<file path="config.mk">
export PLATFORM = sky130hd
export DESIGN_NAME = sdf_queue
export DESIGN_NICKNAME = d
export VERILOG_FILES = /design/src/hw/rtl/sdf_pkg.sv /design/src/hw/rtl/sdf_queue.sv
export SDC_FILE = /design/constraint.sdc
export NUM_CORES = 1
export LEC_CHECK = 0
export BUFFER_PORTS_ARGS = -buffer_cell sky130_fd_sc_hd__buf_2
export CORE_MARGIN = 10
export CORE_UTILIZATION = 45
export CTS_CLUSTER_SIZE = 30
export DETAILED_ROUTE_END_ITERATION = 7
export PLACE_DENSITY = 0.77
export SLEW_MARGIN = 10
export SYNTH_ARGS = -nofsm -noshare
export SYNTH_HDL_FRONTEND = slang
export SYNTH_SLANG_ARGS = --single-unit
</file>
<file path="constraint.sdc">
create_clock -name clk -period 1.5 [get_ports clk]
set_input_delay 0.075 -clock clk [delete_from_list [all_inputs] [get_ports clk]]
set_output_delay 0.075 -clock clk [all_outputs]
set_load 0.01 [all_outputs]
</file>
<file path="src/hw/rtl/sdf_pkg.sv">
`timescale 1ns / 1ps
// ----------------------------------------------------------------------------
// sdf_pkg: shared definitions for the signed decimal field formatter
// Widths of the fixed fields, character codes, register indexes, the
// configuration bundle and the state encodings of the front and back parts.
// ----------------------------------------------------------------------------
package sdf_pkg;

  // Default sizing, handed down from the top level
  localparam int MAX_DIGITS_DEF = 10;
  localparam int MAX_FIELD_DEF  = 64;
  localparam int QUEUE_DEPTH    = 2;

  // Fixed field widths
  localparam int VALUE_W       = 32;
  localparam int CHAR_W        = 8;
  localparam int DIGIT_W       = 4;
  localparam int FIELD_WIDTH_W = 7;
  localparam int PRECISION_W   = 6;
  localparam int REG_IDX_W     = 3;
  localparam int CFG_DATA_W    = 7;

  // Divide by ten: multiply by ceil(2^35 / 10) and keep the top bits
  localparam logic [32:0] RECIP_10    = 33'h0_CCCC_CCCD;
  localparam int          RECIP_SHIFT = 35;
  localparam int          QUOT_W      = 29;

  // Character codes
  localparam logic [CHAR_W-1:0] CH_NONE  = 8'h00;
  localparam logic [CHAR_W-1:0] CH_SPACE = 8'h20;
  localparam logic [CHAR_W-1:0] CH_PLUS  = 8'h2B;
  localparam logic [CHAR_W-1:0] CH_MINUS = 8'h2D;
  localparam logic [CHAR_W-1:0] CH_ZERO  = 8'h30;
  localparam logic [CHAR_W-1:0] CH_NINE  = 8'h39;

  // Register indexes on the write port
  localparam logic [REG_IDX_W-1:0] REG_FIELD_WIDTH     = 3'd0;
  localparam logic [REG_IDX_W-1:0] REG_DIGIT_PRECISION = 3'd1;
  localparam logic [REG_IDX_W-1:0] REG_FLAG_PLUS       = 3'd2;
  localparam logic [REG_IDX_W-1:0] REG_FLAG_BLANK      = 3'd3;
  localparam logic [REG_IDX_W-1:0] REG_FLAG_ZERO       = 3'd4;
  localparam logic [REG_IDX_W-1:0] REG_FLAG_LEFT       = 3'd5;

  // Configuration bundle seen by the front and back parts
  typedef struct packed {
    logic [FIELD_WIDTH_W-1:0] field_width;
    logic [PRECISION_W-1:0]   digit_precision;
    logic                     flag_plus;
    logic                     flag_blank;
    logic                     flag_zero;
    logic                     flag_left;
  } cfg_t;

  typedef enum logic [1:0] {
    FR_IDLE,
    FR_CONV,
    FR_PUSH
  } front_state_t;

  typedef enum logic [1:0] {
    BK_IDLE,
    BK_PLAN,
    BK_EMIT
  } back_state_t;

endpackage

</file>
<file path="src/hw/rtl/sdf_queue.sv">
`timescale 1ns / 1ps
// ----------------------------------------------------------------------------
// sdf_queue: short descriptor queue
// Holds converted values between the front and back parts so that each side
// stalls on its own.
// ----------------------------------------------------------------------------
module sdf_queue
  import sdf_pkg::*;
#(
  parameter  int WIDTH = 8,
  parameter  int DEPTH = QUEUE_DEPTH,
  localparam int PTR_W = (DEPTH > 1) ? $clog2(DEPTH) : 1,
  localparam int CNT_W = $clog2(DEPTH + 1)
) (
  input  logic             clk,
  input  logic             rst,
  input  logic             push,
  input  logic [WIDTH-1:0] wdata,
  output logic             full,
  input  logic             pop,
  output logic [WIDTH-1:0] rdata,
  output logic             empty
);

  logic [WIDTH-1:0] mem [DEPTH];
  logic [PTR_W-1:0] wr_ptr;
  logic [PTR_W-1:0] rd_ptr;
  logic [CNT_W-1:0] count;

  assign full  = (count == CNT_W'(DEPTH));
  assign empty = (count == '0);
  assign rdata = mem[rd_ptr];

  // Storage
  always_ff @(posedge clk) begin
    if (push) begin
      mem[wr_ptr] <= wdata;
    end
  end

  // Pointers and fill level
  always_ff @(posedge clk) begin
    if (rst) begin
      wr_ptr <= '0;
      rd_ptr <= '0;
      count  <= '0;
    end else begin
      if (push) begin
        wr_ptr <= (wr_ptr == PTR_W'(DEPTH - 1)) ? '0 : wr_ptr + PTR_W'(1);
      end
      if (pop) begin
        rd_ptr <= (rd_ptr == PTR_W'(DEPTH - 1)) ? '0 : rd_ptr + PTR_W'(1);
      end
      if (push && !pop) begin
        count <= count + CNT_W'(1);
      end else if (pop && !push) begin
        count <= count - CNT_W'(1);
      end
    end
  end

endmodule

</file>
# After elaboration in Yosys (flattened, before gate mapping)
# Memory sizes are Yosys's and may differ from the RTL's. A register that Yosys moved wholly into a read port is not among the register bits.
# Index checks and enable logic that the tools add are counted.
# totals
romBits,0
regBits,4
latchBits,0
word_cells,23
ramBits,16
n_memories,1
input_bits,12
out_inout_bits,10
# classes
n_bitwise,0
n_reduce_logical,6
order_cmp,0
muxes,8
n_eq_ne,1
div,0
n_mul,0
add_sub_neg,4
n_shift,0
# memory_table
memory,words,word_bits,read_ports,rd_ports_with_merged_regs,write_ports,line,source
mem,2,8,1,1,1,sdf_queue.sv:25,logic [WIDTH-1:0] mem [DEPTH];
# op_table
operator,n
two-way mux 1 bit,6
two-way mux 2 bit,2
"adder 1 bit, second input constant",2
"adder 2 x 1 -> 2 bit, second input constant",1
"== test 2 bit, second input constant",1
logical AND 1 bit,2
zero test 1 bit,2
zero test 2 bit,1
nonzero test 2 bit,1
"subtractor 2 x 1 -> 2 bit, second input constant",1

# Logic depth before layout (Yosys ltp)
# Gate-level depths: netlist of the first run.
# logic_depth
ltp_word,4
ltp_mapped,5
ltp_nobuf,5

# Worst setup path after synthesis of the first run
# Ideal clock, no wire load.
# synth_timing
path_kind,register to register
start,register wr_ptr
end,memory mem[0][0] (enable)
stages_incl_launch_ff,2
required_time_ns,1.127
path_slack_ns,0.412
arrival_ns,0.715
n_path_buf,0
setup_time_ns,0.373
period_less_slack_ns,1.088
path_cell_list,dfxtp_1 -> nor2b_1
# synth_rtl
item,line,source
start: declaration,sdf_queue.sv:26,logic [PTR_W-1:0] wr_ptr;
start signal: assignment,sdf_queue.sv:49,wr_ptr <= (wr_ptr == PTR_W'(DEPTH - 1)) ? '0 : wr_ptr + PTR_W'(1);
end: declaration,sdf_queue.sv:25,
# No word-level cell before the write port.

==> results.py, run 1 <==
metrics = {
    "route": {
        "drt_iter0_markers": 6,
        "via_count": 469,
        "wl_per_cell_um": 13.61,
        "drt_pass1_iterations": 4,
        "drc": 0,
        "avgViaCountPerCell": 4.786,
        "wl_um": 1334,
        "ant_nets": 0,
    },
    "cts": {
        "cts_root_buf": "clkbuf_4",
        "postCtsSetupBuffers": 0,
        "cts_max_level": 1,
        "cts_buffers": 3,
        "cts.clk_slew.worst_paths_ns": 0.10,
        "clk_latency_ns": 0.29,
        "clockBufferDepth": 2,
        "clock-sinks": 21,
        "cts_tree": "built",
    },
    "global_route": {
        "gr-total-overflow": 0,
        "met2_usage_pct": 14.49,
        "antenna_found_initial": 0,
        "grt_max_degree": 12,
        "track_usage_pct": 8.113,
        "grt_pass1_vias": 519,
        "grt-busiest-layer": "met2",
        "grt_util_met3_pct": 3.252,
        "grt_pass1_wl_um": 2249,
        "use_met1_pct": 7.627,
    },
    "logic_synthesis": {
        "synth_top_family_by_area": "multiplexers",
        "ys_warn_count": 0,
        "synthXorXnorAreaFrac_pct": 4.473,
        "syn_nets": 60,
        "synth_area_um2": 783.3,
        "yosysSeqAreaShare_pct": 74.12,
        "ys_ff_latch": 21,
        "synth_adder_area_share_pct": 1.597,
        "syn_avg_cell_area_um2": 16.66,
        "synthDistinctLibCells": 15,
        "syn_inst": 47,
        "synthMuxAreaShare_pct": 11.50,
        "synth_compound_area_share_pct": 1.278,
        "synthSimpleGateAreaFrac_pct": 5.911,
    },
    "die": {
        "dieHeight_um": 61.72,
        "start_util_pct": 46.37,
        "chipWidth_um": 61.72,
        "rows": 15,
        "core_area_um2": 1689,
        "io_pins": 22,
        "dieArea_um2": 3809,
    },
    "timing": {
        "finalHoldViolations": 0,
        "setup_viol": 0,
        "relSlewSlack_pct": 75.82,
        "slew_viol_final": 0,
        "timing.hold.ws_ns": 0.07223,
        "rsz0062_at_grt": "false",
        "fin_crit_ns": 1.301,
        "worstMarginPinSlew_ns": 0.3627,
        "fmax_mhz": 768.5,
        "setup_tns_ns": 0,
        "fin_worst_skew_ns": 0.003536,
        "timing.final.crit_share_pct": 86.74,
    },
    "layout": {
        "final_core_util_pct": 60.96,
        "fin_nets": 95,
        "diodes": 0,
        "mostFrequentLayoutCells": "21 x buf_2, 16 x edfxtp_1, 9 x dlygate4sd3_1, 8 x mux2_2, 5 x nor2_1",
        "syn_to_final_growth_pct": 31.47,
        "layout-drive-gt1-share_pct": 43.21,
        "layout.cells.non_filler": 98,
        "final_common_cell": "buf_2",
    },
    "worst_setup_path": {
        "cp.arrival_ns": 1.23,
        "crit_type": "reg2out",
        "cp_max_fo": 8,
        "crit_path_top_delay_cell": "dfxtp_2",
        "critPathRequiredTime_ns": 1.42,
        "end_kind": "primary output",
        "cp-start-kind": "flop",
        "critical-path-max-stage-delay_ns": 0.45,
        "path_cells": "mux2_2 > buf_2",
    },
    "power_and_ir_drop": {
        "peakVddDrop_uv": 640.4,
        "power_leakage_nw": 0.4154,
        "powerDensity_nw_per_um2": 1090,
        "power_mw": 1.123,
    },
    "place": {
        "place_congestion": 0.6336,
        "io_buffers": 21,
        "dp_cells": 85,
        "dp_hpwl_um": 970.9,
    },
    "flow_run": {
        "drv_cap": 0,
    },
    "outcome": {
        "status": "finished clean",
    },
    "worst_hold_path": {
        "hold_class": "in2reg",
    },
}
-- state kept, by name (all words and copies together), names as in the netlist, named ones only --
name	count
rd_ptr	1
mem	16
count	2
wr_ptr	1
-- what timing repair did --
action,CTS,global route
hold buffers,9,0
setup endpoints to repair,0,8
hold endpoints to repair,21,0
gates resized for setup,0,1
-- worst max-delay path: cells and delay by family (launching register included) --
kind	cells	cell delay, ns
buf+inv	1	0.14
flops	1	0.45
mux	1	0.35
-- layer usage --
metal | wire length (um) | vias to the layer above
met1 | 487 | 217
li1 | - | 237
met4 | 18 | 0
met3 | 97 | 2
met2 | 731 | 13
met5 | 0 | -
-- cell usage after synthesis (all sizes together) --
master / number / area [um^2]
and2b: 1 / 8.760
xor2: 2 / 17.52
mux2: 8 / 90.09
and2: 1 / 6.260
dfxtp: 5 / 100.1
inv: 1 / 3.750
xnor2: 2 / 17.52
edfxtp: 16 / 480.5
nor2b: 1 / 6.260
buf: 1 / 5.000
a21oi: 1 / 5.000
nor2: 5 / 18.77
o21ai: 1 / 5.000
ha: 1 / 12.51
or3: 1 / 6.260
-- power breakdown --
| group | internal (mW) | switching (mW) | leakage [nW] |
|---|---|---|---|
| combinational | 0.0979 | 0.0781 | 0.208 |
| sequential | 0.672 | 0.0242 | 0.192 |
| clock | 0.103 | 0.148 | 0.0150 |
-- area by class of cell --
cell class	instances	area (um^2)
timing repair buffer	31	202.7
clock buffer	4	26.28
inverter	1	3.754
sequential	21	581.8
multi-input combinational	24	193.9
fill	139	659.4
tap	17	21.27
-- cells by family after synthesis --
logic type / Yosys count
mux: 8
fa+ha+maj: 1
flops: 21
compound gates: 2
simple gates: 9
xor+xnor: 4
buf+inv: 2
-- metrics by stage --
| step | worst slack (ns) | area (um^2) |
|---|---|---|
| finish | 0.1988 | 1030 |
| global route | 0.1121 | 1030 |
| CTS | 0.05061 | 1028 |
| detailed placement | 0.3758 | 912.1 |
| global placement | 0.4016 | 912.1 |
| floorplan | 0.4123 | 783.3 |
-- final timing paths --
| path | slack (ns) | from | end | depth (start not counted) |
|---|---|---|---|---|
| setup / recovery | 0.20 | flop | rdata[0] | 2 |
| hold / removal | 0.07 | push | wr_ptr | 3 |
| setup reg to reg | 0.37 | wr_ptr | mem[0][3] | 2 |
| hold reg to reg | 0.50 | count[1] | count[1] | 2 |
No activity file was read; power rests on OpenSTA's default activity.
==> inputs of run 2 (changes only) <==
Settings changed: SETUP_SLACK_MARGIN set to 0.2.
==> run 2 against run 1 <==
  * Clock power up 2%
  * Critical path depth unchanged
  * First-iteration DRC count down 50%
  * Non-clock buffer count unchanged
  * Sequential power about the same
  * Via count up 1.9%
==> results.py, run 2 (synthesis gave the netlist of run 1 again) <==
metrics = {
    "timing": {
        "slew_viol_final": 0,
        "fmax_mhz": 788.6,
        "layout_setup_ws_ns": 0.2319,
        "timing.final.crit_share_pct": 84.54,
        "finalHoldViolations": 0,
        "fin_crit_ns": 1.268,
        "setup_viol": 0,
        "relSlewSlack_pct": 76.00,
        "setup_tns_ns": 0,
        "worstMarginPinSlew_ns": 0.3600,
        "rsz0062_at_grt": "true",
        "fin_worst_skew_ns": 0.002049,
    },
    "outcome": {
        "status": "finished clean",
    },
    "place": {
        "post-place-ws_ns": 0.3758,
        "dp_hpwl_um": 970.9,
        "place_congestion": 0.6336,
        "io_buffers": 21,
    },
    "layout": {
        "mostFrequentLayoutCells": "21 x buf_2, 16 x edfxtp_1, 9 x dlygate4sd3_1, 8 x mux2_2, 5 x nor2_1",
        "layout-drive-gt1-share_pct": 43.21,
        "regMostFlops": "mem",
        "fin_nets": 95,
        "syn_to_final_growth_pct": 31.79,
        "nFillCells": 138,
        "largest_reg_flops": 16,
        "final_common_cell": "buf_2",
        "largest_registers": "mem x16, count x2",
        "diodes": 0,
    },
    "die": {
        "start_util_pct": 46.37,
        "rows": 15,
        "io_pins": 22,
        "core_area_um2": 1689,
        "dieHeight_um": 61.72,
        "dieArea_um2": 3809,
        "chipWidth_um": 61.72,
    },
    "route": {
        "drc": 0,
        "ant_nets": 0,
        "wl_per_cell_um": 13.77,
        "avgViaCountPerCell": 4.878,
        "drt_pass1_iterations": 4,
        "via_count": 478,
        "wl_um": 1349,
        "drt_iter0_markers": 3,
    },
    "worst_setup_path": {
        "crit_type": "reg2out",
        "end_kind": "primary output",
        "critPathRequiredTime_ns": 1.42,
        "cp-start-kind": "flop",
        "cp_max_fo": 8,
        "cp.arrival_ns": 1.19,
    },
    "cts": {
        "clk_latency_ns": 0.29,
        "cts_buffers": 3,
        "clock-sinks": 21,
        "cts_max_level": 1,
        "cts_root_buf": "clkbuf_4",
        "cts.clk_slew.worst_paths_ns": 0.10,
        "postCtsSetupBuffers": 0,
        "cts_tree": "built",
        "clockBufferDepth": 2,
    },
    "global_route": {
        "grt_max_degree": 12,
        "antenna_found_initial": 0,
        "grt_pass1_wl_um": 2249,
        "gr-total-overflow": 0,
        "track_usage_pct": 8.113,
        "grt_pass1_vias": 519,
    },
    "worst_hold_path": {
        "hold_class": "in2reg",
    },
    "power_and_ir_drop": {
        "power_mw": 1.127,
        "peakVddDrop_uv": 641.0,
        "powerDensity_nw_per_um2": 1092,
        "power_leakage_nw": 0.4157,
    },
    "flow_run": {
        "drv_cap": 0,
    },
}
[run 2: cell count changes in the layout (fill, tap and decap cells not counted)]
cell     previous run  this run
dfxtp_2             1         0
dfxtp_4             0         1
[run 2: per-stage QoR]
stage	util [%]	cells	hold WS [ns]	instance area, um^2
after floorplan	-	47	0.1441	783.3
after global placement	54.00	85	0.2631	912.1
after detailed placement	54.00	85	0.2671	912.1
after CTS	61.11	98	0.05520	1032
after global routing	61.11	98	0.07261	1032
final	61.11	98	0.06761	1032
[run 2: layer usage]
metal	up-vias	share of wire, %	global-route usage, %
li1	237	-	-
met1	223	37	7.627
met2	14	54	14.49
met3	4	7.0	3.252
met4	0	2.1	4.777
met5	-	0	0
[run 2: path summary, 6_finish.rpt]
check                 from   endpoint  cells after the start  slack (ns)
setup / recovery      flop   rdata[0]                      2        0.23
hold reg to reg   count[1]   count[1]                      2        0.50
hold / removal        push     wr_ptr                      3        0.07
setup reg to reg    wr_ptr  mem[0][3]                      2        0.38
[run 2: layout make-up]
type / count / area [um^2] / area share (%)
flip-flops and latches: 21 / 584.3 / 56.61
well taps: 17 / 21.27 / 2.061
clock buffers: 4 / 26.28 / 2.545
repair buffers: 31 / 202.7 / 19.64
inverters: 1 / 3.754 / 0.3636
multi-input cells: 24 / 193.9 / 18.79
[run 2: power by group]
group	total, mW	switching [mW]	leakage, nW	internal [mW]
logic	0.176	0.0781	0.208	0.0979
registers	0.696	0.0243	0.192	0.672
clock network	0.255	0.152	0.0150	0.103
[run 2: what timing repair did]
| item | in CTS | in global routing |
|---|---|---|
| endpoints found under the setup margin | 8 | 8 |
| pin swaps | 0 | 0 |
| endpoints found under the hold margin | 21 | 0 |
| hold buffers | 9 | 0 |
| gates resized for setup | 2 | 0 |
[run 2: critical path, stage by stage, from the launching register on]
cell and delay [ns]:
dfxtp_4 0.42, mux2_2 0.34, buf_2 0.14
==> inputs of run 3 (changes only) <==
Settings changed: CORE_UTILIZATION 45 to 44, PLACE_DENSITY 0.77 to 0.79.
Clock period 1.5 ns to 1.1 ns, I/O delays scaled along.
==> run 3 against run 2 <==
  * Sequential cell count did not move
  * Highest routed layer unchanged
  * Routed wire length up 18%
  * Clock-buffer cell count did not move
  * First-iteration DRC count grew to 8.0 times the previous value
  * Clock skew increased by 0.0022 ns
  * Final cell count increased by 10%
  * Via count up 5.4%
  * Hold slack got worse by 0.033 ns
  * The run now ends with setup timing left
==> results.py, run 3 (synthesis gave the netlist of run 1 again) <==
metrics = {
    "cts": {
        "cts_root_buf": "clkbuf_4",
        "clock-sinks": 21,
        "cts.clk_slew.worst_paths_ns": 0.11,
        "cts_buffers": 3,
        "cts_max_level": 1,
        "clockBufferDepth": 2,
        "cts_tree": "built",
        "clk_latency_ns": 0.30,
    },
    "route": {
        "drt_iter0_markers": 24,
        "wl_per_cell_um": 14.75,
        "via_count": 504,
        "wl_um": 1593,
        "avgViaCountPerCell": 4.667,
        "ant_nets": 0,
        "drc": 0,
        "drt_pass1_iterations": 2,
    },
    "worst_hold_path": {
        "hold_path_depth": 3,
        "hold_class": "in2reg",
        "min-delay-start": "pop",
        "whs_endpoint": "rd_ptr",
    },
    "worst_setup_path": {
        "r2r_end": "count[1]",
        "cp-start-kind": "flop",
        "r2r-start": "count[0]",
        "cp_max_fo": 8,
        "critPathRequiredTime_ns": 1.04,
        "r2r_cells": 3,
        "cp.arrival_ns": 1.22,
        "end_kind": "primary output",
        "crit_type": "reg2out",
        "ff2ff_setup_slack_ns": 0.05,
    },
    "power_and_ir_drop": {
        "comb_power_share_pct": 21.8,
        "peakVddDrop_uv": 900.2,
        "power_leakage_nw": 0.4861,
        "power_frac_seq_pct": 57.0,
        "p_sw_mw": 0.3885,
        "p_int_mw": 1.284,
        "clock_power_share_pct": 21.3,
        "p_sw_share_pct": 23.23,
        "powerDensity_nw_per_um2": 1427,
    },
    "place": {
        "dp_cells": 93,
        "io_buffers": 21,
        "place_congestion": 0.6962,
        "dpl-instance-area_um2": 945.9,
        "post-place-ws_ns": 0.02820,
    },
    "timing": {
        "timing.final.crit_share_pct": 115.9,
        "fin_crit_ns": 1.274,
        "fmax_mhz": 784.7,
        "worstMarginPinSlew_ns": 0.2524,
        "relSlewSlack_pct": 83.14,
        "setup_viol": 8,
        "timing.hold.ws_ns": 0.03451,
        "finalHoldViolations": 0,
        "fin_worst_skew_ns": 0.004255,
        "rsz0062_at_grt": "true",
        "layout_setup_ws_ns": -0.1744,
        "slew_viol_final": 0,
    },
    "global_route": {
        "grt_pass1_wl_um": 2704,
        "grt_max_degree": 12,
        "antenna_found_initial": 0,
        "gr-total-overflow": 0,
        "track_usage_pct": 8.819,
        "grt_pass1_vias": 599,
    },
    "layout": {
        "nFillCells": 124,
        "final_common_cell": "edfxtp_1",
        "layout.cells.non_filler": 108,
        "syn_to_final_growth_pct": 49.68,
        "diodes": 0,
        "fin_nets": 97,
        "layout-drive-gt1-share_pct": 51.81,
        "largest_reg_flops": 16,
        "mostFrequentLayoutCells": "16 x edfxtp_1, 12 x buf_2, 9 x dlygate4sd3_1, 9 x buf_6, 8 x mux2_4",
        "fin_area_um2": 1172,
        "largest_registers": "mem x16, count x2",
        "regMostFlops": "mem",
    },
    "outcome": {
        "violations": "setup timing",
        "status": "finished with violations",
    },
    "die": {
        "start_util_pct": 45.86,
        "core_area_um2": 1708,
        "chipWidth_um": 62.19,
        "rows": 15,
        "dieHeight_um": 62.19,
        "dieArea_um2": 3868,
        "io_pins": 22,
    },
    "flow_run": {
        "drv_cap": 0,
    },
}
## run 3: area by class of cell
cell class / count / area (um^2) / share of cell area, %
repair buffers: 33 / 286.5 / 24.44
flip-flops and latches: 21 / 588.1 / 50.16
multi-input cells: 24 / 236.5 / 20.17
well taps: 25 / 31.28 / 2.668
clock buffers: 4 / 26.28 / 2.241
inverters: 1 / 3.754 / 0.3202
## run 3: repair_timing
item	in CTS	in global routing
resized for setup	20	2
hold buffers	9	0
endpoints found under the setup margin	27	19
buffers inserted	2	0
endpoints found under the hold margin	21	0
## run 3: metrics by stage
| stage | setup TNS, ns | util, % | total power [mW] |
|---|---|---|---|
| after CTS | -1.404 | 68.35 | 1.678 |
| after floorplan | 0 | - | 1.099 |
| final | -1.359 | 68.64 | 1.673 |
| after detailed placement | 0 | 55.38 | 1.211 |
| after global routing | -1.675 | 68.64 | 1.740 |
| after global placement | 0 | 55.38 | 1.199 |
## run 3: worst max path at each step
stage,start,endpoint
after global placement,push,count[1]
after global routing,flop,rdata[4]
after floorplan,count[0],count[1]
after detailed placement,push,count[1]
final,flop,rdata[5]
after CTS,flop,rdata[7]
## run 3: critical path, cell delays in order (launching register included)
cell,delay [ns]
dfxtp_2,0.35
buf_12,0.13
mux2_4,0.31
buf_6,0.12
## run 3: routing by layer
metal | vias up | global-route usage (%) | routed length [um] | part of all wire [%]
li1 | 241 | - | - | -
met3 | 3 | 3.047 | 87 | 5.5
met5 | - | 0 | 0 | 0
met2 | 18 | 15.13 | 830 | 52
met4 | 0 | 5.143 | 29 | 1.8
met1 | 242 | 9.053 | 645 | 40
## run 3: power groups by stage
stage | sequential, mW | clock (mW) | combinational (mW)
5_1_grt | 0.961 | 0.389 | 0.390
3_5_place_dp | 0.965 | 0 | 0.247
2_1_floorplan | 0.955 | 0 | 0.145
4_1_cts | 0.950 | 0.366 | 0.362
3_3_place_gp | 0.961 | 0 | 0.239
6_report | 0.953 | 0.356 | 0.364
