File: src/hw/rtl/sdf_pkg.sv
`timescale 1ns / 1ps
// ----------------------------------------------------------------------------
// sdf_pkg: shared definitions for the signed decimal field formatter
// Widths of the fixed fields, character codes, register indexes, the
// configuration bundle and the state encodings of the front and back parts.
// ----------------------------------------------------------------------------
package sdf_pkg;

  // Default sizing, handed down from the top level
  localparam int MAX_DIGITS_DEF = 10;
  localparam int MAX_FIELD_DEF  = 64;
  localparam int QUEUE_DEPTH    = 2;

  // Fixed field widths
  localparam int VALUE_W       = 32;
  localparam int CHAR_W        = 8;
  localparam int DIGIT_W       = 4;
  localparam int FIELD_WIDTH_W = 7;
  localparam int PRECISION_W   = 6;
  localparam int REG_IDX_W     = 3;
  localparam int CFG_DATA_W    = 7;

  // Divide by ten: multiply by ceil(2^35 / 10) and keep the top bits
  localparam logic [32:0] RECIP_10    = 33'h0_CCCC_CCCD;
  localparam int          RECIP_SHIFT = 35;
  localparam int          QUOT_W      = 29;

  // Character codes
  localparam logic [CHAR_W-1:0] CH_NONE  = 8'h00;
  localparam logic [CHAR_W-1:0] CH_SPACE = 8'h20;
  localparam logic [CHAR_W-1:0] CH_PLUS  = 8'h2B;
  localparam logic [CHAR_W-1:0] CH_MINUS = 8'h2D;
  localparam logic [CHAR_W-1:0] CH_ZERO  = 8'h30;
  localparam logic [CHAR_W-1:0] CH_NINE  = 8'h39;

  // Register indexes on the write port
  localparam logic [REG_IDX_W-1:0] REG_FIELD_WIDTH     = 3'd0;
  localparam logic [REG_IDX_W-1:0] REG_DIGIT_PRECISION = 3'd1;
  localparam logic [REG_IDX_W-1:0] REG_FLAG_PLUS       = 3'd2;
  localparam logic [REG_IDX_W-1:0] REG_FLAG_BLANK      = 3'd3;
  localparam logic [REG_IDX_W-1:0] REG_FLAG_ZERO       = 3'd4;
  localparam logic [REG_IDX_W-1:0] REG_FLAG_LEFT       = 3'd5;

  // Configuration bundle seen by the front and back parts
  typedef struct packed {
    logic [FIELD_WIDTH_W-1:0] field_width;
    logic [PRECISION_W-1:0]   digit_precision;
    logic                     flag_plus;
    logic                     flag_blank;
    logic                     flag_zero;
    logic                     flag_left;
  } cfg_t;

  typedef enum logic [1:0] {
    FR_IDLE,
    FR_CONV,
    FR_PUSH
  } front_state_t;

  typedef enum logic [1:0] {
    BK_IDLE,
    BK_PLAN,
    BK_EMIT
  } back_state_t;

endpackage

File: src/hw/rtl/sdf_back.sv
`timescale 1ns / 1ps
// ----------------------------------------------------------------------------
// sdf_back: field layout and character emission
// Takes one converted value from the queue, sizes the sign, fill, leading
// zeros and digits, then sends one character per cycle unless stalled.
// ----------------------------------------------------------------------------
module sdf_back
  import sdf_pkg::*;
#(
  parameter  int MAX_DIGITS = MAX_DIGITS_DEF,
  parameter  int MAX_FIELD  = MAX_FIELD_DEF,
  localparam int NDIG_W     = $clog2(MAX_DIGITS + 1),
  localparam int DIG_IDX_W  = (MAX_DIGITS > 1) ? $clog2(MAX_DIGITS) : 1,
  localparam int POS_W      = $clog2(MAX_FIELD + MAX_DIGITS + 2)
) (
  input  logic                          clk,
  input  logic                          rst,
  input  cfg_t                          cfg,
  input  logic                          empty,
  output logic                          pop,
  input  logic [CHAR_W-1:0]             q_sign_char,
  input  logic [NDIG_W-1:0]             q_ndig,
  input  logic [MAX_DIGITS*DIGIT_W-1:0] q_digits,
  output logic                          out_valid,
  input  logic                          out_stall,
  output logic [CHAR_W-1:0]             out_char,
  output logic                          last_char
);

  back_state_t state, state_next;

  // Current descriptor
  logic [CHAR_W-1:0]  sign_char;
  logic [NDIG_W-1:0]  ndig;
  logic [DIGIT_W-1:0] dig [MAX_DIGITS];

  // Layout, as end positions of each part
  logic [POS_W-1:0] lead_end;
  logic [POS_W-1:0] zeros_end;
  logic [POS_W-1:0] digits_end;
  logic [POS_W-1:0] limit;
  logic [POS_W-1:0] pos;

  logic             slen;
  logic [POS_W-1:0] w_sat;
  logic [POS_W-1:0] p_sat;
  logic [POS_W-1:0] ndig_p;
  logic [POS_W-1:0] precz;
  logic [POS_W-1:0] core;
  logic [POS_W-1:0] pad;
  logic [POS_W-1:0] lead_end_next;
  logic [POS_W-1:0] zeros_end_next;
  logic [POS_W-1:0] digits_end_next;
  logic [POS_W-1:0] total;
  logic [POS_W-1:0] limit_next;

  logic              load;
  logic              is_last;
  logic              sign_pos;
  logic [CHAR_W-1:0] fill_c;
  logic [POS_W-1:0]  dig_off;
  logic [DIGIT_W-1:0] cur_digit;
  logic [CHAR_W-1:0] char_next;

  // Layout arithmetic, registered in the planning cycle
  always_comb begin
    slen   = (sign_char != CH_NONE);
    w_sat  = (cfg.field_width > FIELD_WIDTH_W'(MAX_FIELD)) ? POS_W'(MAX_FIELD)
                                                           : POS_W'(cfg.field_width);
    p_sat  = (cfg.digit_precision > PRECISION_W'(MAX_FIELD - 1)) ? POS_W'(MAX_FIELD - 1)
                                                                 : POS_W'(cfg.digit_precision);
    ndig_p = POS_W'(ndig);
    precz  = (p_sat > ndig_p) ? (p_sat - ndig_p) : '0;
    core   = ndig_p + POS_W'(slen) + precz;
    pad    = (w_sat > core) ? (w_sat - core) : '0;
    lead_end_next   = POS_W'(slen) + (cfg.flag_left ? '0 : pad);
    zeros_end_next  = lead_end_next + precz;
    digits_end_next = zeros_end_next + ndig_p;
    total           = core + pad;
    limit_next      = (total > POS_W'(MAX_FIELD)) ? POS_W'(MAX_FIELD) : total;
  end

  // Character at the current position
  always_comb begin
    fill_c    = cfg.flag_zero ? CH_ZERO : CH_SPACE;
    sign_pos  = cfg.flag_zero ? (pos == '0) : (pos == lead_end - POS_W'(1));
    dig_off   = digits_end - POS_W'(1) - pos;
    cur_digit = dig[dig_off[DIG_IDX_W-1:0]];
    if (pos < lead_end) begin
      char_next = (slen && sign_pos) ? sign_char : fill_c;
    end else if (pos < zeros_end) begin
      char_next = CH_ZERO;
    end else if (pos < digits_end) begin
      char_next = CH_ZERO + CHAR_W'(cur_digit);
    end else begin
      char_next = fill_c;
    end
    is_last = (pos == limit - POS_W'(1));
  end

  // Next state
  always_comb begin
    state_next = state;
    case (state)
      BK_IDLE: if (!empty) state_next = BK_PLAN;
      BK_PLAN: state_next = BK_EMIT;
      BK_EMIT: if (load && is_last) state_next = BK_IDLE;
      default: state_next = BK_IDLE;
    endcase
  end

  // Control outputs
  always_comb begin
    pop  = (state == BK_IDLE) && !empty;
    load = (state == BK_EMIT) && (!out_valid || !out_stall);
  end

  always_ff @(posedge clk) begin
    if (rst) begin
      state     <= BK_IDLE;
      out_valid <= 1'b0;
    end else begin
      state <= state_next;
      if (load) begin
        out_valid <= 1'b1;
      end else if (!out_stall) begin
        out_valid <= 1'b0;
      end
    end
  end

  // Descriptor, layout and output registers
  always_ff @(posedge clk) begin
    if (pop) begin
      sign_char <= q_sign_char;
      ndig      <= q_ndig;
      for (int i = 0; i < MAX_DIGITS; i++) begin
        dig[i] <= q_digits[i*DIGIT_W +: DIGIT_W];
      end
    end
    if (state == BK_PLAN) begin
      lead_end   <= lead_end_next;
      zeros_end  <= zeros_end_next;
      digits_end <= digits_end_next;
      limit      <= limit_next;
      pos        <= '0;
    end else if (load) begin
      pos <= pos + POS_W'(1);
    end
    if (load) begin
      out_char  <= char_next;
      last_char <= is_last;
    end
  end

endmodule

File: config.mk
export PLATFORM = sky130hd
export DESIGN_NAME = sdf_back
export DESIGN_NICKNAME = d
export VERILOG_FILES = /design/src/hw/rtl/sdf_pkg.sv /design/src/hw/rtl/sdf_back.sv
export SDC_FILE = /design/constraint.sdc
export NUM_CORES = 1
export LEC_CHECK = 0
export BUFFER_PORTS_ARGS = -buffer_cell sky130_fd_sc_hd__buf_2
export CAP_MARGIN = 0
export CORE_MARGIN = 5
export CORE_UTILIZATION = 53
export DETAILED_ROUTE_END_ITERATION = 8
export PLACE_DENSITY = 0.87
export SYNTH_ARGS = -nofsm -noshare
export SYNTH_HDL_FRONTEND = slang
export SYNTH_SLANG_ARGS = --single-unit
File: constraint.sdc
create_clock -name clk -period 7.3 [get_ports clk]
set_clock_uncertainty 0.2 [all_clocks]
set_input_delay 1.095 -clock clk [delete_from_list [all_inputs] [get_ports clk]]
set_output_delay 1.095 -clock clk [all_outputs]
set_load 0.1 [all_outputs]
Word level (Yosys, flattened, before mapping)
Memory sizes are Yosys's and may differ from the RTL's.
Cells that the tools add are included.
W data, S select, Z words.
{"block": "totals", "register_bits": 59, "mem_bits_rw": 40, "in_bits": 73, "output_inout_bits": 11, "word_cells": 71, "memories": 1}
{"name": "dig", "depth": 10, "width": 4, "rd": 1, "rd_clocked_by_memory_dff": 0, "wr": 10, "line": "sdf_back.sv:35", "rtl": "logic [DIGIT_W-1:0] dig [MAX_DIGITS];"}
{"block": "op_classes", "n_addsub": 14, "n_lt_le_gt_ge": 8, "n_eq_ne": 7, "muxes": 18, "reduce_logical": 12}
{"op": "$mux W7", "count": 6}
{"op": "$lt A7 B7 Y1", "count": 3}
{"op": "$mux W8", "count": 2}
{"op": "$add A7 B7 Y7", "count": 2}
{"op": "$eq A7 B7 Y1", "count": 2}
{"op": "$gt A7 B7 Y1 const B", "count": 2}
{"op": "$sub A7 B1 Y7 const B", "count": 2}
{"op": "$reduce_bool A8 Y1", "count": 1}
{"op": "$add A1 B7 Y7", "count": 1}
{"op": "$add A5 B7 Y7", "count": 1}
{"op": "$add A6 B4 Y7 const A", "count": 1}
{"op": "$add A7 B1 Y7 const B", "count": 1}
{"op": "$add A7 B4 Y7", "count": 1}
{"op": "$gt A7 B7 Y1", "count": 1}
{"op": "$logic_not A7 Y1", "count": 1}
{"op": "$sub A6 B4 Y7", "count": 1}
{"op": "$sub A7 B7 Y7", "count": 1}
{"op": "$gt A6 B4 Y1", "count": 1}
{"op": "$gt A6 B6 Y1 const B", "count": 1}
{"op": "$mux W6", "count": 1}
{"op": "$pmux W2 S3", "count": 1}
{"op": "$add A4 B1 Y5", "count": 1}
{"op": "$mux W1", "count": 5}
{"op": "$mux W5", "count": 1}
{"op": "other kinds (12)", "count": 19}

Longest topological paths before layout
Gate-level depths: netlist (run 1).
{"block": "depth", "word_depth": 11, "depth_mapped": 33, "ltp_nobuf": 33}

Worst setup path after synthesis (run 1)
OpenSTA, ideal clock, no wires.
{"block": "synth_timing", "path_kind": "in2out", "from": "in empty", "to": "out pop", "t_arrival_ns": 6.605, "t_required_ns": 6.005, "setup_slack_ns": -0.600, "cell_stages": 1, "n_path_buf": 0, "cell_sequence": "nor3_1"}
{"block": "synth_via", "elab_chain_len": 2}
{"element": "start, declared", "line": "sdf_back.sv:19", "rtl": "input logic empty,"}
{"element": "$logic_not A1 Y1", "line": "sdf_back.sv:114", "rtl": "pop = (state == BK_IDLE) && !empty;"}
{"element": "$logic_and A1 B1 Y1", "line": "sdf_back.sv:114"}
{"element": "end, declared", "line": "sdf_back.sv:20", "rtl": "output logic pop,"}
No other way between the ends.

Worst setup path after layout (run 1)
{"block": "layout_timing", "from": "in cfg[6] in the netlist's numbering", "to": "reg digits_end[6] (data pin)"}
{"block": "layout_via", "elab_chain_len": 11, "word_cells_on_any_way": 13, "classes_between": "6 x add/sub; 3 x order compare; 4 x mux"}
{"element": "start, declared", "line": "sdf_back.sv:18", "rtl": "input cfg_t cfg,"}
{"element": "$gt A6 B6 Y1", "line": "sdf_back.sv:70", "rtl": "p_sat = (cfg.digit_precision > PRECISION_W'(MAX_FIELD - 1)) ? POS_W'(MAX_FIELD - 1)"}
{"element": "$mux W6 (*)", "line": "sdf_back.sv:70"}
{"element": "$sub A6 B4 Y7 or $gt A6 B4 Y1 (tied branches)", "line": "sdf_back.sv:73", "rtl": "precz = (p_sat > ndig_p) ? (p_sat - ndig_p) : '0;"}
{"element": "$mux W7 (*)", "line": "sdf_back.sv:73"}
{"element": "$add A5 B7 Y7 (*)", "line": "sdf_back.sv:74", "rtl": "core = ndig_p + POS_W'(slen) + precz;"}
{"element": "$sub A7 B7 Y7 or $gt A7 B7 Y1 (tied branches)", "line": "sdf_back.sv:75", "rtl": "pad = (w_sat > core) ? (w_sat - core) : '0;"}
{"element": "$mux W7 (*)", "line": "sdf_back.sv:75"}
{"element": "$mux W7 (*)", "line": "sdf_back.sv:76", "rtl": "lead_end_next = POS_W'(slen) + (cfg.flag_left ? '0 : pad);"}
{"element": "$add A1 B7 Y7 (*)", "line": "sdf_back.sv:76"}
{"element": "net lead_end_next[1]", "line": "sdf_back.sv:51", "rtl": "logic [POS_W-1:0] lead_end_next;"}
{"element": "$add A7 B7 Y7 (*)", "line": "sdf_back.sv:77", "rtl": "zeros_end_next = lead_end_next + precz;"}
{"element": "net zeros_end_next[3]", "line": "sdf_back.sv:52", "rtl": "logic [POS_W-1:0] zeros_end_next;"}
{"element": "$add A7 B4 Y7 (*)", "line": "sdf_back.sv:78", "rtl": "digits_end_next = zeros_end_next + ndig_p;"}
{"element": "net digits_end_next[6]", "line": "sdf_back.sv:53", "rtl": "logic [POS_W-1:0] digits_end_next;"}
{"element": "end signal, assigned", "line": "sdf_back.sv:144", "rtl": "digits_end <= digits_end_next;"}
{"element": "end, declared", "line": "sdf_back.sv:40", "rtl": "logic [POS_W-1:0] digits_end;"}
The timed path passes the listed nets; every way through them passes the cells marked *.
A chain may end at the register's enable or synchronous reset.

==> impl_metrics.csv, run 1 <==
group,metric,value,unit
finish,nets,834,
clock_network,clockRootBuffer,"clkbuf_16",
detailed_routing,vias,4870,
logic_synthesis,postSynthCellCount,547,
logic_synthesis,syn_avg_cell_area,11.4,µm²
clock_network,clk_latency,0.35,ns
finish,layout_commonest_cell,"edfxtp_1",
global_routing,grt.overflow.total,0,
clock_network,ctsHtreeMaxLevel,3,
critical_path,reg2reg_depth,32,
pwr,p_sw_share,37.0,%
global_routing,grt_start_max_net_pins,54,
logic_synthesis,synth_edf_count,89,
finish,layout_common_cells,"89 x edfxtp_1, 81 x buf_2, 63 x buf_4",
critical_path,crit_start,"cfg[6]",
hold_path,worstHoldStart,"out_valid$_SDFFE_PP0P_",
place,hpwl,11100,µm
logic_synthesis,synth_fp_nets,687,
detailed_routing,via_per_inst,5.78,
detailed_routing,firstDrtPassIters,5,
clock_network,clkSlewWorstSetupHoldPaths,0.06,ns
finish,area_delta_synth_final,23.8,%
critical_path,slowest_stage,"xnor3_1",
pwr,seq_power_share,30.1,%
critical_path,crit_required,7.18,ns
sta,drv_slew,0,
detailed_routing,first_iter_violations,356,
critical_path,cpMostUsedCell,"a21oi_2",
critical_path,reg2reg_slack,0.29,ns
sta,hold_viol_final,0,
finish,antenna_cells,0,
critical_path,path_class,"primary input to register",
place,placedCellCount,817,
global_routing,grt.total_usage,21.0,%
clock_network,cts_tree,"built",
logic_synthesis,ys.flop_type,"edfxtp_1",
floorplan,ios,84,
place,port_buffers,81,
detailed_routing,drc,0,
finish,instances_no_fill,842,
pwr,p_leak,3.25,nW
logic_synthesis,synth_seq_cells,99,
logic_synthesis,seq_area_frac_synth,45.9,%
sta,fin_crit,7.22,ns
critical_path,path_max_fanout,7,
hold_path,hp-class,"register to register",
sta,relSlewSlack,50.6,%
sta,setup_viol,0,
clock_network,ctsLongestPathBuffers,2,
hold_path,worstHoldPathCells,2,
sta,hold_ws,0.324,ns
sta,fin_tns_setup,0,ns
critical_path,reg2reg_from,"ndig[1]$_DFFE_PP_",
pwr,pwr-share-comb,51.9,%
pwr,peakVddDrop,0.183,mV
clock_network,cts_buffers,9,
detailed_routing,drt_wl_total,15400,µm
logic_synthesis,syn_area,6260,µm²
clock_network,cts.sink_count,99,
critical_path,cp-end-kind,"register",
logic_synthesis,ys_async_sr_fraction,0,%
floorplan,core_area,11500,µm²
global_routing,grt_pass1_vias,5091,
floorplan,die_w,119,µm
outcome,status,"finished, final reports clean",
logic_synthesis,yosys_warnings,0,
critical_path,worstPathArrival,7.10,ns
detailed_routing,postRouteAntennaNets,0,
sta,fmax,139,MHz
logic_synthesis,synth_cell_types,62,
finish,utilization,67.3,%
floorplan,die_h,119,µm
place,gp_congestion,0.866,
global_routing,antenna_found_initial,0,
pwr,p_switching,0.970,mW
pwr,pwr-share-clk,17.9,%
detailed_routing,wl_per_cell,18.3,µm
floorplan,dieArea,14100,µm²
pwr,power.density,339,nW/µm²
sta,worstMarginPinSlew,0.736,ns
floorplan,std_cell_rows,39,
critical_path,crit_path_start_kind,"primary input",
finish,drive_gt1_share,31.0,%
critical_path,r2r_end,"digits_end[6]$_DFFE_PN_",
clock_network,postCtsHoldBufs,0,
critical_path,slowest_delay,0.40,ns
floorplan,start_util,54.3,%
global_routing,grt_first_pass_wirelength,23900,µm
job,maxCapViolCount,0,
sta,min_period_over_period,98.9,%
hold_path,min_to,"out_valid$_SDFFE_PP0P_",
pwr,intPower,1.65,mW
-- what timing repair did --
action                     4_1_cts  5_1_grt
gates resized for setup          0       33
setup endpoints to repair        0        7
setup buffers                    0        9
-- cell usage after synthesis, types with 3 or more instances --
cell type  number  area, µm²
nand2b_1       10       62.6
o21ai_0        25        125
a31oi_1         4       25.0
nor4_1          7       43.8
nand2_1        16       60.1
o21a_1          4       30.0
mux2_2          5       56.3
ha_1           60        751
o2bb2ai_1       4       35.0
xnor2_1        28        245
inv_1          47        176
mux2i_1         5       50.1
nor3_1         13       65.1
a211oi_1        6       45.0
edfxtp_1       89       2670
a221oi_1        4       35.0
nand4_1         4       25.0
mux4_2          8        180
a21o_1         10       75.1
o31ai_1         3       22.5
nand3_1         7       35.0
nor2b_1        22        138
dfxtp_1        10        200
nand3b_1        3       22.5
a21oi_1        32        160
or2_2           5       31.3
o21bai_1        3       22.5
fa_1            7        140
xor2_1         18        158
nor2_1         40        150
and3_1          3       18.8
clkbuf_1        6       22.5
-- layout make-up --
| type | instances | area [µm²] |
|---|---|---|
| clock buffers | 11 | 233 |
| clock inverters | 5 | 62.6 |
| fillers | 790 | 3770 |
| inverters | 47 | 176 |
| multi-input cells | 393 | 3350 |
| flip-flops and latches | 99 | 2870 |
| well taps | 143 | 179 |
| repair buffers | 144 | 878 |
-- cells by family (layout without fill, tap and decap cells) --
logic type,after synthesis,count (layout),synth area share [%]
buffers and inverters,55,207,3.34
adders and majority gates,67,67,14.2
DFF,99,99,45.9
AOI/OAI and AO/OA,113,113,11.7
muxes,18,18,4.58
and+or+nand+nor,146,146,12.7
xor gates and xnor gates,49,49,7.56
-- stage by stage --
step                      setup WS, ns  area (µm²)  total power [mW]
after floorplan                  0.107        6260              1.65
after global placement         -0.0742        7230              1.97
after detailed placement        -0.297        7230              2.05
after CTS                       0.0530        7520              2.54
after global routing            -0.184        7750              2.79
final                           0.0810        7750              2.62
-- state kept, by name, indices dropped and copies added, names as in the netlist --
register	count
dig	40
digits_end	7
last_char	1
lead_end	7
limit	7
ndig	4
out_char	8
out_valid	1
pos	7
sign_char	8
state	2
zeros_end	7
-- worst max-delay path: cells and delay by family --
| family | cells | cell delay [ns] |
|---|---|---|
| adder cells (fa/ha/maj) | 8 | 2.24 |
| buffers and inverters | 3 | 0.40 |
| AO/OA/AOI/OAI | 11 | 1.57 |
| XOR/XNOR | 2 | 0.56 |
| AND/OR/NAND/NOR | 8 | 1.20 |
-- per-layer routing --
metal | vias up | track usage, % | part of all wire [%]
li1 | 2313 | - | -
met1 | 2343 | 23.8 | 38
met4 | 0 | 8.47 | 3.0
met2 | 170 | 38.9 | 54
met5 | - | 0 | 0
met3 | 44 | 3.77 | 5.2
-- worst max-delay path by stage --
stage | endpoint | slack (ns) | cells after the start
floorplan | digits_end[6]$_DFFE_PN_ | 0.11 | 28
global placement | digits_end[6]$_DFFE_PN_ | -0.07 | 33
detailed placement | digits_end[6]$_DFFE_PN_ | -0.30 | 32
CTS | digits_end[6]$_DFFE_PN_ | 0.05 | 32
global route | digits_end[6]$_DFFE_PN_ | -0.18 | 32
finish | digits_end[6]$_DFFE_PN_ | 0.08 | 32
-- power groups by stage --
stage	registers (mW)	logic (mW)	clock network [mW]
finish	0.791	1.36	0.471
global route	0.797	1.49	0.501
CTS	0.790	1.28	0.474
detailed placement	0.800	1.25	0
global placement	0.794	1.18	0
floorplan	0.812	0.839	0
Power figures use the tool's default switching activity.
==> inputs of run 2 (changes only) <==
--- a/config.mk
+++ b/config.mk
@@ -9,6 +9,7 @@
 export CAP_MARGIN = 0
 export CORE_MARGIN = 5
 export CORE_UTILIZATION = 53
+export CTS_BUF_LIST = sky130_fd_sc_hd__clkbuf_16
 export DETAILED_ROUTE_END_ITERATION = 8
 export PLACE_DENSITY = 0.87
 export SYNTH_ARGS = -nofsm -noshare
==> run 2 against run 1 <==
Compared with the run above:
- utilization is the same
- setup slack lost 0.00085 ns
- sequential share of layout area is the same
- wire length shrank 0.34%
- maximum frequency is essentially flat
- flip-flop and latch count is the same
- highest routed layer unchanged
==> impl_metrics.csv, run 2 (synthesized netlist as in run 1, its figures left out) <==
group,metric,value,unit
detailed_routing,via_per_inst,5.76,
detailed_routing,wl_per_cell,18.2,µm
job,maxCapViolCount,0,
clock_network,cts_tree,"built",
pwr,intPower,1.65,mW
detailed_routing,firstDrtPassIters,6,
pwr,pwr-share-clk,17.8,%
sta,fin_crit,7.22,ns
global_routing,grt.overflow.total,0,
sta,setup_ws,0.0802,ns
finish,layout_commonest_cell,"edfxtp_1",
clock_network,clockRootBuffer,"clkbuf_16",
critical_path,worstPathArrival,7.10,ns
floorplan,std_cell_rows,39,
finish,utilization,67.3,%
sta,drv_slew,0,
floorplan,start_util,54.3,%
clock_network,cts.sink_count,99,
finish,area_delta_synth_final,23.8,%
sta,setup_viol,0,
critical_path,path_max_fanout,7,
finish,layout_common_cells,"89 x edfxtp_1, 81 x buf_2, 63 x buf_4",
outcome,status,"finished, final reports clean",
critical_path,cpLargestDelayFamily,"adder cells",
sta,fmax,139,MHz
pwr,peakVddDrop,0.183,mV
place,placedCellCount,817,
finish,top_regs,"dig x40, out_char x8, sign_char x8",
critical_path,reg2reg_slack,0.29,ns
critical_path,crit_start,"cfg[6]",
global_routing,grt_first_pass_wirelength,23900,µm
finish,antenna_cells,0,
clock_network,clkSlewWorstSetupHoldPaths,0.06,ns
critical_path,slowest_delay,0.40,ns
global_routing,antenna_found_initial,0,
critical_path,crit_path_start_kind,"primary input",
clock_network,ctsHtreeMaxLevel,3,
sta,hold_ws,0.324,ns
pwr,seq_power_share,30.2,%
finish,fill_cells,790,
pwr,p_switching,0.968,mW
clock_network,cts_buffers,9,
sta,min_period_over_period,98.9,%
sta,relSlewSlack,53.1,%
place,port_buffers,81,
clock_network,clk_latency,0.34,ns
hold_path,hp-class,"register to register",
place,gp_congestion,0.866,
clock_network,ctsLongestPathBuffers,2,
detailed_routing,first_iter_violations,354,
critical_path,worst-path-buf-inv,3,
global_routing,grt_pass1_vias,5091,
place,place_area,7230,µm²
finish,instances_no_fill,842,
finish,drive_gt1_share,31.0,%
sta,worstMarginPinSlew,0.700,ns
sta,fin_tns_setup,0,ns
floorplan,dieArea,14100,µm²
finish,design_area,7750,µm²
critical_path,cp-end-kind,"register",
detailed_routing,drt_wl_total,15300,µm
critical_path,reg2reg_from,"ndig[1]$_DFFE_PP_",
floorplan,die_h,119,µm
place,place_ws,-0.297,ns
pwr,p_sw_share,36.9,%
pwr,power.density,338,nW/µm²
floorplan,ios,84,
clock_network,postCtsHoldBufs,0,
finish,nets,834,
global_routing,grt_start_max_net_pins,54,
finish,top_register,"dig",
pwr,p_leak,3.26,nW
critical_path,path_class,"primary input to register",
finish,seq_area,2870,µm²
pwr,power.total,2.62,mW
sta,hold_viol_final,0,
finish,multi_input_area,3350,µm²
detailed_routing,postRouteAntennaNets,0,
pwr,pwr-share-comb,52.0,%
critical_path,cpMostUsedCell,"a21oi_2",
critical_path,crit_required,7.18,ns
floorplan,die_w,119,µm
place,hpwl,11100,µm
finish,largest_register_ffs,40,
detailed_routing,drc,0,
floorplan,core_area,11500,µm²
global_routing,grt.total_usage,21.0,%
detailed_routing,vias,4852,
critical_path,slowest_stage,"xnor3_1",
hold_path,worstHoldStart,"out_valid$_SDFFE_PP0P_",
## run 2: cell count changes in the layout (fill, tap and decap cells not counted)
cell and delta:
clkbuf_1 -2, inv_1 +2
## run 2: layer usage
| layer | global-route usage, % | routed length, µm | part of all wire, % |
|---|---|---|---|
| met1 | 23.8 | 5960 | 39 |
| met2 | 38.9 | 8250 | 54 |
| met4 | 8.47 | 434 | 2.8 |
| met3 | 3.77 | 678 | 4.4 |
| met5 | 0 | 0 | 0 |
## run 2: worst register-to-register path: cells and delay by family (launching register included)
| family | cells | cell delay (ns) |
|---|---|---|
| flip-flops | 1 | 0.50 |
| AO/OA/AOI/OAI | 10 | 1.42 |
| AND/OR/NAND/NOR | 9 | 1.29 |
| adder cells (fa/ha/maj) | 8 | 2.29 |
| buffers and inverters | 3 | 0.46 |
| XOR/XNOR | 2 | 0.56 |
## run 2: power by group through the flow
stage	Combinational (mW)	Clock, mW	Sequential, mW
final	1.36	0.467	0.791
after global routing	1.49	0.498	0.797
after CTS	1.28	0.471	0.790
after detailed placement	1.25	0	0.800
after global placement	1.18	0	0.794
after floorplan	0.839	0	0.812
## run 2: cell type report
type                            instances  share of cell area (%)
Tap cell                              143                    2.31
Sequential cell                        99                    37.1
Multi-Input combinational cell        393                    43.2
Inverter                               47                    2.28
Timing Repair Buffer                  144                    11.3
Clock inverter                          7                   0.904
Clock buffer                            9                    2.91
## run 2: final timing paths
kind,depth (start not counted),to
min,2,out_valid$_SDFFE_PP0P_
max,32,digits_end[6]$_DFFE_PN_
max reg2reg,32,digits_end[6]$_DFFE_PN_
min reg2reg,2,out_valid$_SDFFE_PP0P_
## run 2: timing repair
action,CTS,global route
gates resized for setup,0,33
setup buffers,0,9
setup endpoints to repair,0,7
